==> config.mk <==
export PLATFORM = sky130hd
export DESIGN_NAME = positive_sample_moving_average_unit
export DESIGN_NICKNAME = d
export VERILOG_FILES = /design/src/rtl/core/psma_pkg.sv /design/src/rtl/core/psma_dp.sv /design/src/rtl/core/psma_ctrl.sv /design/src/rtl/core/positive_sample_moving_average_unit.sv
export SDC_FILE = /design/constraint.sdc
export NUM_CORES = 1
export LEC_CHECK = 0
export BUFFER_PORTS_ARGS = -buffer_cell sky130_fd_sc_hd__clkbuf_2
export CELL_PAD_IN_SITES_DETAIL_PLACEMENT = 0
export CELL_PAD_IN_SITES_GLOBAL_PLACEMENT = 1
export CORE_UTILIZATION = 25
export DETAILED_ROUTE_END_ITERATION = 8
export PLACE_DENSITY = 0.51
export SYNTH_ARGS = -nofsm -noshare
export SYNTH_HDL_FRONTEND = slang
export SYNTH_SLANG_ARGS = --single-unit
==> constraint.sdc <==
create_clock -name clk -period 5.9 [get_ports clk]
set_clock_uncertainty 0.15 [all_clocks]
set_input_delay 0.295 -clock clk [delete_from_list [all_inputs] [get_ports clk]]
set_output_delay 0.295 -clock clk [all_outputs]
set_load 0.01 [all_outputs]
==> src/rtl/core/psma_pkg.sv <==
// ----------------------------------------------------------------------------
// psma_pkg
// Shared types and constants for the positive-sample moving average unit.
// ----------------------------------------------------------------------------
package psma_pkg;

  localparam int SAMPLE_W = 23;           // magnitude bits of an accepted sample
  localparam int IN_W     = 24;           // raw input width, two's complement
  localparam int FRAC_W   = 8;            // fraction bits
  localparam int LIMIT_W  = 8;

  localparam logic [LIMIT_W-1:0] IDLE_LIMIT_RESET = 8'd30;
  localparam logic [LIMIT_W-1:0] IDLE_RUN_MAX     = 8'd255;

  typedef enum logic [2:0] {
    ST_IDLE,
    ST_READ,
    ST_SUB,
    ST_UPDATE,
    ST_DSTART,
    ST_DIV,
    ST_EMIT
  } psma_state_t;

  typedef struct packed {
    logic accept;
    logic rd_oldest;
    logic sub_oldest;
    logic update;
    logic div_start;
    logic div_step;
    logic load_out;
  } psma_cmd_t;

  typedef struct packed {
    logic in_idle;
    logic ring_full;
    logic div_last;
  } psma_stat_t;

endpackage

==> src/rtl/core/psma_dp.sv <==
// ----------------------------------------------------------------------------
// psma_dp
// Datapath: idle counter, sample ring, running sum, serial divider and the
// output register.
// ----------------------------------------------------------------------------
module psma_dp #(
  parameter int WINDOW = 16
) (
  input  logic                 clk,
  input  logic                 rst,
  input  logic [23:0]          sample,
  input  logic                 cfg_wr_en,
  input  logic [7:0]           cfg_wr_data,
  input  psma_pkg::psma_cmd_t  cmd,
  output psma_pkg::psma_stat_t stat,
  output logic [22:0]          average,
  output logic                 idle_zeroed
);
  import psma_pkg::*;

  localparam int SLW = $clog2(WINDOW);
  localparam int FW  = $clog2(WINDOW + 1);
  localparam int SW  = SAMPLE_W + SLW;
  localparam int CW  = $clog2(SW);

  logic [SAMPLE_W-1:0] ring [WINDOW];

  logic [LIMIT_W-1:0]  idle_limit;
  logic [LIMIT_W-1:0]  idle_run;
  logic [LIMIT_W-1:0]  idle_run_inc;
  logic                zero_flag;
  logic [SAMPLE_W-1:0] sample_reg;
  logic [SAMPLE_W-1:0] rd_data;
  logic [SW-1:0]       running_sum;
  logic [FW-1:0]       fill_count;
  logic [SLW-1:0]      oldest_slot;
  logic [SAMPLE_W-1:0] last_average;
  logic                ring_full;
  logic [SLW-1:0]      wr_addr;

  logic [SW-1:0]       work;
  logic [SW-1:0]       work_next;
  logic [FW-1:0]       rem;
  logic [FW-1:0]       rem_next;
  logic [FW-1:0]       divisor;
  logic [FW:0]         trial;
  logic [FW:0]         diff;
  logic [CW-1:0]       div_cnt;

  // below 1.0 or negative counts as idle
  assign stat.in_idle   = sample[IN_W-1] || (sample[SAMPLE_W-1:FRAC_W] == '0);
  assign ring_full      = (fill_count == FW'(WINDOW));
  assign stat.ring_full = ring_full;
  assign stat.div_last  = (div_cnt == '0);

  assign idle_run_inc = (idle_run == IDLE_RUN_MAX) ? idle_run : idle_run + 1'b1;
  assign wr_addr      = ring_full ? oldest_slot : fill_count[SLW-1:0];

  // restoring divide, one quotient bit a cycle
  assign trial     = {rem, work[SW-1]};
  assign diff      = trial - {1'b0, divisor};
  assign rem_next  = diff[FW] ? trial[FW-1:0] : diff[FW-1:0];
  assign work_next = {work[SW-2:0], ~diff[FW]};

  always_ff @(posedge clk) begin
    if (rst) begin
      idle_limit <= IDLE_LIMIT_RESET;
    end else if (cfg_wr_en) begin
      idle_limit <= cfg_wr_data;
    end
  end

  always_ff @(posedge clk) begin
    if (rst) begin
      idle_run     <= '0;
      running_sum  <= '0;
      fill_count   <= '0;
      oldest_slot  <= '0;
      last_average <= '0;
    end else begin
      if (cmd.accept) begin
        idle_run <= stat.in_idle ? idle_run_inc : '0;
      end
      if (cmd.sub_oldest) begin
        running_sum <= running_sum - SW'(rd_data);
      end
      if (cmd.update) begin
        running_sum <= running_sum + SW'(sample_reg);
        if (ring_full) begin
          oldest_slot <= (oldest_slot == SLW'(WINDOW - 1)) ? '0 : oldest_slot + 1'b1;
        end else begin
          fill_count <= fill_count + 1'b1;
        end
      end
      if (cmd.div_step && stat.div_last) begin
        last_average <= work_next[SAMPLE_W-1:0];
      end
    end
  end

  always_ff @(posedge clk) begin
    if (cmd.accept) begin
      sample_reg <= sample[SAMPLE_W-1:0];
      zero_flag  <= stat.in_idle && (idle_run_inc >= idle_limit);
    end
    if (cmd.rd_oldest) begin
      rd_data <= ring[oldest_slot];
    end
    if (cmd.update) begin
      ring[wr_addr] <= sample_reg;
    end
  end

  always_ff @(posedge clk) begin
    if (cmd.div_start) begin
      work    <= running_sum;
      rem     <= '0;
      divisor <= fill_count;
      div_cnt <= CW'(SW - 1);
    end else if (cmd.div_step) begin
      work    <= work_next;
      rem     <= rem_next;
      div_cnt <= div_cnt - 1'b1;
    end
  end

  always_ff @(posedge clk) begin
    if (cmd.load_out) begin
      average     <= zero_flag ? '0 : last_average;
      idle_zeroed <= zero_flag;
    end
  end

endmodule

==> src/rtl/core/psma_ctrl.sv <==
// ----------------------------------------------------------------------------
// psma_ctrl
// Controller: sequences ring update and division, owns the handshakes.
// ----------------------------------------------------------------------------
module psma_ctrl (
  input  logic                 clk,
  input  logic                 rst,
  input  logic                 in_valid,
  output logic                 in_ready,
  output logic                 out_valid,
  input  logic                 out_ready,
  input  psma_pkg::psma_stat_t stat,
  output psma_pkg::psma_cmd_t  cmd
);
  import psma_pkg::*;

  psma_state_t state;
  psma_state_t state_next;
  logic        out_valid_next;

  always_ff @(posedge clk) begin
    if (rst) begin
      state     <= ST_IDLE;
      out_valid <= 1'b0;
    end else begin
      state     <= state_next;
      out_valid <= out_valid_next;
    end
  end

  always_comb begin
    state_next     = state;
    cmd            = '0;
    in_ready       = 1'b0;
    out_valid_next = out_valid && !out_ready;
    case (state)
      ST_IDLE: begin
        in_ready = 1'b1;
        if (in_valid) begin
          cmd.accept = 1'b1;
          if (stat.in_idle) begin
            state_next = ST_EMIT;
          end else if (stat.ring_full) begin
            state_next = ST_READ;
          end else begin
            state_next = ST_UPDATE;
          end
        end
      end
      ST_READ: begin
        cmd.rd_oldest = 1'b1;
        state_next    = ST_SUB;
      end
      ST_SUB: begin
        cmd.sub_oldest = 1'b1;
        state_next     = ST_UPDATE;
      end
      ST_UPDATE: begin
        cmd.update = 1'b1;
        state_next = ST_DSTART;
      end
      ST_DSTART: begin
        cmd.div_start = 1'b1;
        state_next    = ST_DIV;
      end
      ST_DIV: begin
        cmd.div_step = 1'b1;
        if (stat.div_last) begin
          state_next = ST_EMIT;
        end
      end
      ST_EMIT: begin
        // wait for the output register to free up
        if (!out_valid || out_ready) begin
          cmd.load_out   = 1'b1;
          out_valid_next = 1'b1;
          state_next     = ST_IDLE;
        end
      end
      default: begin
        state_next = ST_IDLE;
      end
    endcase
  end

endmodule

==> src/rtl/core/positive_sample_moving_average_unit.sv <==
// ----------------------------------------------------------------------------
// positive_sample_moving_average_unit
// Windowed mean of positive angular-velocity samples with idle zeroing.
// ----------------------------------------------------------------------------
// Input channel: in_valid/in_ready carry one 24-bit signed sample (8 fraction
// bits) per request. Output channel: out_valid/out_ready carry one result,
// average (23 bits) and idle_zeroed, for every sample taken.
// cfg_wr_en/cfg_wr_data write idle_limit (reset 30); write only when idle.
// Sequence: an idle sample (below 1.0) goes from accept straight to EMIT; an
// active sample passes UPDATE, DSTART and DIV first (ring not yet full), or
// READ, SUB, UPDATE, DSTART and DIV (full). SW = 23 + clog2(WINDOW) is the
// number of steps of the bit-serial divider by the fill count.
// Results pass from the last divide step through EMIT into the output register.
// The output register decouples the sides: a new sample is taken while a
// result waits; if the receiver stalls, the following result waits in the
// controller until the register frees up, and no further sample is taken.
// Reset clears the sum, fill count, idle counter and last average; the ring
// needs no clearing since an entry is only read once the ring is full.
// ----------------------------------------------------------------------------
module positive_sample_moving_average_unit #(
  parameter int WINDOW = 16
) (
  input  logic        clk,
  input  logic        rst,
  input  logic        in_valid,
  output logic        in_ready,
  input  logic [23:0] sample,
  output logic        out_valid,
  input  logic        out_ready,
  output logic [22:0] average,
  output logic        idle_zeroed,
  input  logic        cfg_wr_en,
  input  logic [7:0]  cfg_wr_data
);
  import psma_pkg::*;

  psma_cmd_t  cmd;
  psma_stat_t stat;

  psma_ctrl u_ctrl (
    .clk       (clk),
    .rst       (rst),
    .in_valid  (in_valid),
    .in_ready  (in_ready),
    .out_valid (out_valid),
    .out_ready (out_ready),
    .stat      (stat),
    .cmd       (cmd)
  );

  psma_dp #(
    .WINDOW (WINDOW)
  ) u_dp (
    .clk         (clk),
    .rst         (rst),
    .sample      (sample),
    .cfg_wr_en   (cfg_wr_en),
    .cfg_wr_data (cfg_wr_data),
    .cmd         (cmd),
    .stat        (stat),
    .average     (average),
    .idle_zeroed (idle_zeroed)
  );

endmodule
==> flow_summary.toml, run 1 <==
[run_status]
status = "completed"

[synth]
synth_area_um2 = 23600
synth_top_cells_by_area = "edfxtp_1, mux4_2, dfxtp_1"
synth_nets = 1612
ys_async_sr_fraction_pct = 0
synth_flop_cell = "edfxtp_1"
synth-seq-cells = 560
synth_edf_count = 471
syn-instance-count = 1524
yosysTopAreaCell = "edfxtp_1"
ys_types = 59
avgSynthCellArea_um2 = 15.5
synth_top_area_share_pct = 60.0
ys_warn_count = 0
ys_seq_area_share_pct = 67.5

[global_route]
antenna_found_initial = 3
grt_pass1_vias = 13600
grt_usage_pct = 12.1
grt_pass1_wl_um = 86300
grt-ovfl-total = 0
grt_max_degree = 41

[cts]
numCtsBuffers = 67
clock_sinks = 560
cts_tree = "done"
cts.htree.levels = 3
worstSkewPairLatency_ns = 0.60
post_cts_buffers = 0
clock-root-buffer = "clkbuf_16"
clk_pin_slew_worst_paths_ns = 0.06
cts_buffer_depth = 3

[power]
finalPower_mw = 9.44
p_per_area_nw_per_um2 = 336
leakage_nw = 9.19
p_comb_share_pct = 9.5
switching_share_pct = 25.2
internal_power_mw = 7.06
vdd_drop_max_v = 0.000174
net-switching-power_mw = 2.37
pwr-share-seq_pct = 49.6
pwr-share-clk_pct = 40.9

[critical_path]
end_kind = "flop"
ff2ff_setup_slack_ns = 1.15
critPathKind = "reg -> reg"
r2r_cells = 16
reg2reg_from = "u_dp.rd_data[2]$_DFFE_PP_"
critical_path_required_ns = 6.22
cp-start-kind = "flop"
crit_start = "u_dp.rd_data[2]$_DFFE_PP_"
endpoint = "u_dp.running_sum[26]$_SDFFE_PP0P_"
crit_fanout = 7
r2r_end = "u_dp.running_sum[26]$_SDFFE_PP0P_"
arrival_ns = 5.07

[final_layout]
synthToLayoutAreaGrowth_pct = 19.2
largest_register_ffs = 368
top_register = "u_dp.ring"
fin_nets = 1758
stdcell_area_um2 = 28100
antennaDiodeCount = 0
drive_gt1_share_pct = 21.8
reg.largest.list = "u_dp.ring x368, u_dp.running_sum x27, u_dp.work x27"
final_util_pct = 30.1
layout.cells.non_filler = 2978

[floorplanning]
core_um2 = 93300
ios = 63
die_w_um = 309
initial_core_util_pct = 25.3
die_h_um = 309
rows = 112
fp.dieArea_um2 = 95600

[timing]
slew_viol_final = 0
fin_crit_sh_pct = 80.5
finalSetupViolations = 0
fin_ws_ns = 1.15
fmax_mhz = 211
tightest_slew_ns = 0.853
rsz0062_at_grt = "false"
hold_violations = 0
fin_tns_setup_ns = 0
slew-limit-headroom_pct = 43.1
hold-worst-slack_ns = 0.224
period_minus_slack_ns = 4.75

[drt]
wire_per_inst_um = 19.1
wl_um = 56900
drcViolationCount = 0
vias = 13200
viasPerCell = 4.44
ant_nets = 0
drt_iter0_markers = 891
dr.pass1.iters = 5

[min_path]
hold_class = "in -> reg"

[placement]
gp_congestion = 0.759
place_area_um2 = 25600
port-buffer-count = 62
place_hpwl_um = 34500
dpl_worst_slack_ns = 1.21
place_inst = 2809

[run]
drv_cap = 0
==> cell families (layout without fill, tap and decap cells) <==
kind of cell,after synthesis,after routing,synth area share [%]
multiplexers,159,159,13.0
adder cells (fa/ha/maj),51,51,2.77
AO/OA/AOI/OAI,232,232,5.86
buffers and inverters,111,311,1.79
AND/OR/NAND/NOR,369,369,7.48
XOR/XNOR,42,42,1.56
flip-flops,560,560,67.5
==> routing by layer <==
metal / wire, um / track usage (%) / up-vias
met2: 26300 / 19.3 / 258
met3: 2470 / 2.10 / 65
met4: 1070 / 3.37 / 0
met1: 27100 / 16.9 / 6689
met5: 0 / 0 / -
li1: - / - / 6200
==> final cells by class <==
class	count	area [um2]
Clock buffer	82	1760
Timing Repair Buffer	149	1090
Tap cell	1254	1570
Sequential cell	560	15900
Multi-Input combinational cell	853	7290
Clock inverter	41	320
Inverter	39	146
Fill cell	9398	65200
==> worst max-delay path: stages (launching register included) <==
cell and delay, ns:
edfxtp_1 0.42, or3_4 0.43, or4_4 0.47, or3_4 0.43, or2_4 0.29, nor4_4 0.15, xor2_1 0.17, a21oi_1 0.10
ha_1 0.38, nand2_1 0.11, o21ai_0 0.11, o41ai_1 0.32, o21a_1 0.21, nand3_1 0.06, o21ai_0 0.25, mux2i_1 0.24
mux2_2 0.34
==> power by group through the flow <==
stage	sequential (mW)	combinational (mW)	clock, mW
3_3_place_gp	4.75	0.876	0
3_5_place_dp	4.77	0.877	0
6_report	4.68	0.896	3.86
5_1_grt	4.71	1.02	4.13
2_1_floorplan	4.67	0.654	0
4_1_cts	4.68	0.908	4.00
==> cell usage after synthesis, drive strengths merged, types with 4 or more instances <==
master  count
nand2b      9
nor2b      34
nand3      13
mux4      115
clkbuf     62
mux2i      13
nand2     125
o211ai      6
a21oi     109
nand4       9
and3        4
a31oi      13
nor3       26
o31ai       6
a41oi       4
inv        38
nor2      105
a22oi       6
edfxtp    471
or4         4
o21ai      36
a21o       18
o21a        6
xnor2      20
buf        10
or3        11
mux2       31
ha         49
dfxtp      89
xor2       22
a211oi      7
nor4b       5
nor4       11
==> cells in the final DEF, fill, tap and decap left out, types with 11 or more instances in the layout <==
cell             n
clkbuf_16       68
mux4_2         115
dfxtp_1         86
xnor2_1         20
nand3_1         13
nor2_2          18
o21ai_0         35
buf_4           40
a31oi_1         13
ha_1            49
nand2_1        125
dlygate4sd3_1   46
clkinv_2        11
a21oi_1        109
xor2_1          22
inv_1           37
clkinv_1        18
clkbuf_1        13
nor3_1          25
nor2_1          87
mux2i_1         13
edfxtp_1       471
clkbuf_2        61
nor2b_1         32
a21o_1          18
mux2_2          31
==> worst min path at each step <==
stage,depth (start not counted),startpoint,slack (ns),end
floorplan,0,sample[0],0.24,u_dp.sample_reg[0]$_DFFE_PP_
global placement,2,u_dp.last_average[17]$_SDFFE_PP0P_,0.29,u_dp.last_average[17]$_SDFFE_PP0P_
detailed placement,2,u_dp.last_average[6]$_SDFFE_PP0P_,0.29,u_dp.last_average[6]$_SDFFE_PP0P_
CTS,6,sample[23],0.19,u_dp.idle_run[0]$_SDFFE_PP0P_
global route,6,sample[23],0.23,u_dp.idle_run[0]$_SDFFE_PP0P_
finish,6,sample[23],0.22,u_dp.idle_run[0]$_SDFFE_PP0P_
==> what timing repair did <==
action                                  in CTS  in global routing
hold buffers                                46                  0
gates resized for setup                      0                  0
endpoints found under the setup margin       0                  0
endpoints found under the hold margin       56                  0
No activity file was read; power rests on OpenSTA's default activity.
==> run 2, diff against run 1 <==
Settings changed: ABC_AREA set to 1, PLACE_DENSITY 0.51 to 0.55.
Clock period 5.9 ns to 4.2 ns, I/O delays scaled along.
==> run 2 against run 1 <==
Net effect: the run now ends with DRC left; core utilization decreased by 0.33 points; register-to-register slack got worse by 0.78 ns; first-iteration DRC count increased by 68%; sequential power is 58% higher; non-clock buffer count rose by 24; clock-buffer cell count shrank 8; via count rose by 33%; largest power group unchanged; highest routed layer is now met5.
==> flow_summary.toml, run 2 <==
[floorplanning]
ios = 63
core_um2 = 96900
rows = 114
fp.dieArea_um2 = 99200
die_h_um = 315
initial_core_util_pct = 25.3
die_w_um = 315

[synth]
syn-instance-count = 2332
yosysMostFrequentCell = "edfxtp_1"
ys_async_sr_fraction_pct = 0
synth-seq-cells = 560
synth_top_cells_by_area = "edfxtp_1, dfxtp_1, nand2_1"
synth_top_area_share_pct = 57.8
ys_seq_area_share_pct = 65.1
synth_nets = 2420
synthTopCellsByCount = "edfxtp_1, nand2_1, nor2_1"
synth_area_um2 = 24500
ys_warn_count = 0
avgSynthCellArea_um2 = 10.5
synth_flop_cell = "edfxtp_1"
synth_edf_count = 471
yosysTopAreaCell = "edfxtp_1"
ys_types = 45

[critical_path]
r2r_end = "u_dp.running_sum[21]$_SDFFE_PP0P_"
max_stage_delay_ns = 0.43
reg2reg_from = "u_dp.rd_data[0]$_DFFE_PP_"
cp_slowest_cell = "edfxtp_1"
path_depth = 18
crit_family = "simple AND/OR/NAND/NOR gates"
r2r_cells = 18
crit_chain = "inv_1, ha_1, nand3_1, nor2_1, nand3_1, nor2_1, xor2_1, a21oi_1, ha_1, nand2_1, inv_1, nand2_1, nor3_1, nand3b_1, nand4_1, nand3_1, nand2_1, inv_1"
arrival_ns = 4.20
crit_buf_inv = 3
critical_path_required_ns = 4.57
end_kind = "flop"
cp-start-kind = "flop"
ff2ff_setup_slack_ns = 0.37
crit_fanout = 5
critPathKind = "reg -> reg"
crit_start = "u_dp.rd_data[0]$_DFFE_PP_"

[final_layout]
antennaDiodeCount = 0
reg.largest.list = "u_dp.ring x368, u_dp.running_sum x27, u_dp.work x27"
drive_gt1_share_pct = 9.89
fin_nets = 2547
synthToLayoutAreaGrowth_pct = 17.9
top_register = "u_dp.ring"
final_common_cell = "edfxtp_1"
stdcell_area_um2 = 28900
final_cell_mix = "edfxtp_1, nand2_1, nor2_1"
final_util_pct = 29.8
largest_register_ffs = 368
fillers = 10000
layout.cells.non_filler = 3784

[placement]
port-buffer-count = 62
place_hpwl_um = 44400
place_area_um2 = 26500
dpl_worst_slack_ns = 0.416
place_inst = 3625
gp_congestion = 0.864

[timing]
slew-limit-headroom_pct = 30.7
slew_viol_final = 0
period_minus_slack_ns = 3.83
fmax_mhz = 261
fin_crit_sh_pct = 91.1
hold-worst-slack_ns = 0.0546
tightest_slew_ns = 1.04
fin_tns_setup_ns = 0
finalSetupViolations = 0
fin_ws_ns = 0.375
hold_violations = 0
rsz0062_at_grt = "false"

[global_route]
grt-ovfl-total = 0
grt_pass1_vias = 17000
grt_pass1_wl_um = 107000
antenna_found_initial = 3
grt_max_degree = 187
grt_usage_pct = 14.3

[min_path]
hold-path-endpoint = "u_dp.zero_flag$_DFFE_PP_"
hold_depth = 4
hold_class = "in -> reg"
hp-start = "sample[23]"

[power]
leakage_nw = 10.6
p_per_area_nw_per_um2 = 562
vdd_drop_max_v = 0.000308
finalPower_mw = 16.2

[run_status]
violations = "DRC"
status = "finished with violations"

[cts]
postCtsResizedCells = 0
worstSkewPairLatency_ns = 0.65
cts_buffer_depth = 3
clock-root-buffer = "clkbuf_16"
cts.htree.levels = 2
clk_pin_slew_worst_paths_ns = 0.06
clock_sinks = 560
numCtsBuffers = 58
cts_tree = "done"

[drt]
viasPerCell = 4.63
ant_nets = 0
wire_per_inst_um = 19.0
drt_iter0_markers = 1494
dr.pass1.iters = 7
wl_um = 72000
vias = 17500
drcViolationCount = 12

[run]
drv_cap = 0
-- run 2: report_power, final --
part           switching, mW  total [mW]  internal, mW
clock network           2.23        5.06          2.83
logic                   2.53        3.73          1.20
registers              0.554        7.41          6.85
-- run 2: routing by layer --
| metal | global-route usage, % | share of wire [%] |
|---|---|---|
| met3 | 2.66 | 5.5 |
| met5 | 0 | 0.038 |
| met1 | 19.4 | 46 |
| met2 | 23.1 | 46 |
| met4 | 4.38 | 2.7 |
-- run 2: tightest hold or removal path: stages --
cell,delay [ns]
clkbuf_2,0.08
o21bai_1,0.30
nand2_1,0.09
inv_1,0.05
-- run 2: timing repair --
item,CTS,global route
hold buffers,50,0
buffers inserted,0,0
endpoints found under the hold margin,44,0
-- run 2: how the worst max path moves through the flow --
stage,slack (ns),to
finish,0.37,u_dp.running_sum[21]$_SDFFE_PP0P_
global route,0.02,u_dp.running_sum[21]$_SDFFE_PP0P_
floorplan,0.77,u_dp.average[0]$_SDFFCE_PP0P_
global placement,0.38,u_dp.running_sum[21]$_SDFFE_PP0P_
CTS,0.36,u_dp.running_sum[21]$_SDFFE_PP0P_
detailed placement,0.42,u_dp.running_sum[21]$_SDFFE_PP0P_
-- run 2: kinds of logic after synthesis --
family                     synth area share [%]
buffers and inverters                      5.26
and+or+nand+nor                            13.9
adders and majority gates                  2.67
xor gates and xnor gates                   1.25
AOI/OAI and AO/OA                          11.8
DFF                                        65.1
-- run 2: layout make-up --
cell class / count / area [um2] / area share [%]
clock inverters: 35 / 314 / 1.09
flip-flops and latches: 560 / 15900 / 55.2
clock buffers: 74 / 1530 / 5.31
inverters: 221 / 832 / 2.88
multi-input cells: 1445 / 7360 / 25.5
well taps: 1276 / 1600 / 5.53
repair buffers: 173 / 1290 / 4.48
